$ cat config.mk
export PLATFORM = sky130hd
export DESIGN_NAME = rmmq_ctrl
export DESIGN_NICKNAME = d
export VERILOG_FILES = /design/src/design/rmmq_pkg.sv /design/src/design/rmmq_ctrl.sv
export SDC_FILE = /design/constraint.sdc
export NUM_CORES = 1
export LEC_CHECK = 0
export BUFFER_PORTS_ARGS = -buffer_cell sky130_fd_sc_hd__buf_4
export CORE_AREA = 2 2 39 41
export DETAILED_ROUTE_END_ITERATION = 16
export DIE_AREA = 0 0 41 43
export PLACE_DENSITY = 0.61
export SETUP_SLACK_MARGIN = 0.15
export SLEW_MARGIN = 0
export SYNTH_ARGS = -nofsm -noshare
export SYNTH_HDL_FRONTEND = slang
export SYNTH_SLANG_ARGS = --single-unit
$ cat constraint.sdc
create_clock -name clk -period 1.6 [get_ports clk]
set_input_delay 0.24 -clock clk [delete_from_list [all_inputs] [get_ports clk]]
set_output_delay 0.24 -clock clk [all_outputs]
set_load 0.01 [all_outputs]
$ cat src/design/rmmq_pkg.sv
package rmmq_pkg;

  // fixed field widths
  localparam int IDX_W  = 11;
  localparam int DATA_W = 32;

  // default tree capacity and element count after reset
  localparam int DEFAULT_CAPACITY = 1024;
  localparam int RESET_COUNT      = 1024;

  // neutral values for min and max
  localparam logic signed [DATA_W-1:0] MIN_NEUTRAL = 32'sh7fff_ffff;
  localparam logic signed [DATA_W-1:0] MAX_NEUTRAL = 32'sh8000_0000;

  // command codes
  localparam logic [1:0] CMD_WRITE = 2'd0;
  localparam logic [1:0] CMD_MIN   = 2'd1;
  localparam logic [1:0] CMD_MAX   = 2'd2;

  typedef struct packed {
    logic [1:0]               cmd;
    logic [IDX_W-1:0]         first_index;
    logic [IDX_W-1:0]         last_index;
    logic signed [DATA_W-1:0] write_value;
  } in_item_t;

  typedef struct packed {
    logic signed [DATA_W-1:0] answer;
    logic                     empty_range;
  } out_item_t;

  // controller to datapath
  typedef struct packed {
    logic clear_step;
    logic start_write;
    logic write_step;
    logic start_query;
    logic query_step;
    logic load_out;
  } ctrl_cmd_t;

  // datapath to controller
  typedef struct packed {
    logic clear_last;
    logic write_ok;
    logic range_empty;
    logic at_root;
    logic query_done;
  } dp_status_t;

endpackage

$ cat src/design/rmmq_ctrl.sv
module rmmq_ctrl import rmmq_pkg::*; (
  input  logic       clk,
  input  logic       rst,
  input  logic       in_valid,
  output logic       in_stall,
  input  logic [1:0] in_cmd,
  output logic       out_valid,
  input  logic       out_stall,
  output ctrl_cmd_t  ctl,
  input  dp_status_t sts
);

  typedef enum logic [4:0] {
    S_CLEAR  = 5'b00001,
    S_IDLE   = 5'b00010,
    S_WRITE  = 5'b00100,
    S_QUERY  = 5'b01000,
    S_FINISH = 5'b10000
  } state_t;

  state_t state, state_next;
  logic   is_query;
  logic   out_free;

  assign in_stall = state != S_IDLE;
  assign is_query = (in_cmd == CMD_MIN) || (in_cmd == CMD_MAX);
  assign out_free = !out_valid || !out_stall;

  // command decode and next state
  always_comb begin
    state_next = state;
    ctl        = '0;
    unique case (state)
      S_CLEAR: begin
        ctl.clear_step = 1'b1;
        if (sts.clear_last) begin
          state_next = S_IDLE;
        end
      end
      S_IDLE: begin
        if (in_valid) begin
          if (in_cmd == CMD_WRITE && sts.write_ok) begin
            ctl.start_write = 1'b1;
            state_next      = S_WRITE;
          end else if (is_query) begin
            ctl.start_query = 1'b1;
            state_next      = sts.range_empty ? S_FINISH : S_QUERY;
          end
        end
      end
      S_WRITE: begin
        ctl.write_step = 1'b1;
        if (sts.at_root) begin
          state_next = S_IDLE;
        end
      end
      S_QUERY: begin
        ctl.query_step = 1'b1;
        if (sts.query_done) begin
          state_next = S_FINISH;
        end
      end
      S_FINISH: begin
        if (out_free) begin
          ctl.load_out = 1'b1;
          state_next   = S_IDLE;
        end
      end
      default: begin
        state_next = S_IDLE;
      end
    endcase
  end

  // state and output valid
  always_ff @(posedge clk) begin
    if (rst) begin
      state     <= S_CLEAR;
      out_valid <= 1'b0;
    end else begin
      state <= state_next;
      if (ctl.load_out) begin
        out_valid <= 1'b1;
      end else if (!out_stall) begin
        out_valid <= 1'b0;
      end
    end
  end

  // the update walk continues until the root is written
  a_walk: assert property (@(posedge clk) disable iff (rst)
    (state == S_WRITE && !sts.at_root) |=> state == S_WRITE)
    else $error("update walk left early");

  // an empty query goes straight to the result
  a_empty: assert property (@(posedge clk) disable iff (rst)
    (state == S_IDLE && in_valid && is_query && sts.range_empty) |=> state == S_FINISH)
    else $error("empty query not finished at once");

  // a result is only loaded when the output register is free
  a_load: assert property (@(posedge clk) disable iff (rst)
    ctl.load_out |-> out_free)
    else $error("result overwritten");

endmodule

==> metrics <==
vias in the first global route 432; count of final hold-check violations 0; Die H 43 um; Via density 5.02; Final ANT Viol Nets 0; slowest CP cell dfxtp_2; post-route clock period utilization 99.7%; Clock Skew 2.46 ps; Tot Pwr 412 uW; Syn-to-layout area delta 61.1%; worst path cell trace nor3_4 > and3b_2 > nand4_1 > inv_1 > buf_6; syn nets 62; post-synthesis sequential area ratio 29.6%; crit path max fanout 5; commonest non-fill, non-tap cell in the layout buf_4; beginning of the critical path state[0]$_SDFFE_PP1P_; CTS tree yes; Worst Max-Slew Pin Slew 261 ps; die width 41 um; status finished clean; RSZ-0062 raised after global routing yes; PortBufs 18; antenna violations before repair 0; most frequent cells in the layout buf_4 (21), inv_1 (8), a21oi_1 (5); area leader, netlist dfxtp_1; Leakage 0.000339 uW; ranking of synthesized cells by area dfxtp_1 (30%), inv_1 (8.3%), a21oi_1 (6.2%); worst skew pair latency 250 ps; Worst EP required 1360 ps; Critical Path Stages 5; full die area 1760 sq um; Reg2Reg Depth 5; DRC viols 0; GRT overflow 0; CTS Buf Count 3; initial DRC count 10; first-pass GRT wire length 1730 um; DP Cell Count 83; top achievable clock speed 0.627 GHz; Slew HR 82.5%; row count 14; Data arrival, critical path 1350 ps; pwr dens 631 nW/um^2; WS Path Type reg2out; Hold Path Depth 2; maxcap violations 0; via count 462; CP peak stage delay 330 ps; clk slew on worst S/H paths 50 ps; root buffer cell clkbuf_4; RD Place Congestion 0.687; core region area 1380 sq um; I/O pin cnt 19; max-slew violation count 0; share of layout cells above drive strength 1 46.1%; Worst R2R Start state[0]$_SDFFE_PP1P_; n_diodes 0; synthesized flop and latch total 6; Synth Area per Inst 8.11 sq um; CTS H-Tree Depth 1; Top delay family on crit path simple AND/OR/NAND/NOR gates; Synth Warn # 0; Netlist cell types 23; Post-Synthesis Cells 50; hold_sp rst; critical path startpoint category register; Final min period 1590 ps; Hold Path Class in2reg; CTS Buffer Depth 2; largest net degree at the start of global routing 7; setup violators final 0; Starting Density 29.3%; DR WL/cell 11.8 um; Post-Syn Area 405 sq um; hpwl dp 762 um; GRT Util Overall 14.9%; Crit path buffers/inverters 2; TritonRoute pass-1 iters 4; clk sinks 6; top-area cell type share of the netlist area 29.6%; # nets final 90; CP endpoint kind output pin; Post-Layout Cell Count 92; VDD IR max 0.241 mV; final WL 1080 um
## final timing paths
path | to | slack, ps
setup reg to reg | state[3]$_SDFFE_PP0P_ | 170
hold reg to reg | out_valid$_SDFFE_PP0P_ | 530
hold / removal | state[2]$_SDFFE_PP0P_ | 190
setup / recovery | ctl[4] | 6
## registers in the layout (all words and copies together) (netlist names)
register and cells:
out_valid 1, state 5
## cells in the mapped netlist (all sizes together)
library cell	number
nor3b	1
a41o	1
o41ai	1
nand2	2
inv	9
nor3	2
a21oi	5
nand4	2
and3b	1
or2	1
buf	1
dfxtp	6
o32ai	2
nor2	4
or3	2
ha	1
o21ai	2
and3	2
nand3b	3
o21bai	1
a31oi	1
## per-layer routing
layer,vias up,part of all wire (%),global-route usage (%)
li1,232,-,-
met1,208,41,18.9
met3,5,4.8,3.14
met2,17,51,20.6
met5,-,0,0
met4,0,3.5,12.0
## what timing repair did
item                                    in CTS  in global routing
endpoints found under the setup margin       5                  7
buffers inserted                             6                  0
hold buffers                                 0                  0
resized for setup                            7                  4
pin swaps                                    4                  2
## power by group
group | leakage, uW | internal [uW] | switching [uW] | total, uW
Sequential | 0.0000503 | 156 | 6.92 | 162
Clock | 0.0000138 | 85.2 | 60.1 | 145
Combinational | 0.000275 | 58.1 | 46.4 | 104
## final cells by class
class                      instances  area [sq um]
fill                             145           731
multi-input combinational         34           259
timing repair buffer              24           191
sequential                         6           126
inverter                           9          33.8
clock buffer                       3          22.5
tap                               16          20.0
## cell families after synthesis
| group | Yosys count | synth area share [%] |
|---|---|---|
| AOI/OAI and AO/OA | 13 | 22.8 |
| adders and majority gates | 1 | 3.09 |
| buffers and inverters | 10 | 11.1 |
| DFF | 6 | 29.6 |
| and+or+nand+nor | 20 | 33.3 |
## stage by stage
stage          utilization (%)  hold slack [ps]  cell area, sq um  setup TNS, ps  setup slack, ps
3_5_place_dp              39.7              458               549              0              159
6_report                  47.2              190               653              0             5.57
3_3_place_gp              39.7              455               549              0              186
5_1_grt                   47.2              199               653           -198            -69.6
2_1_floorplan                -              309               405              0              319
4_1_cts                   45.4              180               628              0             27.2
Note: power is estimated with default switching activity, not from simulation.
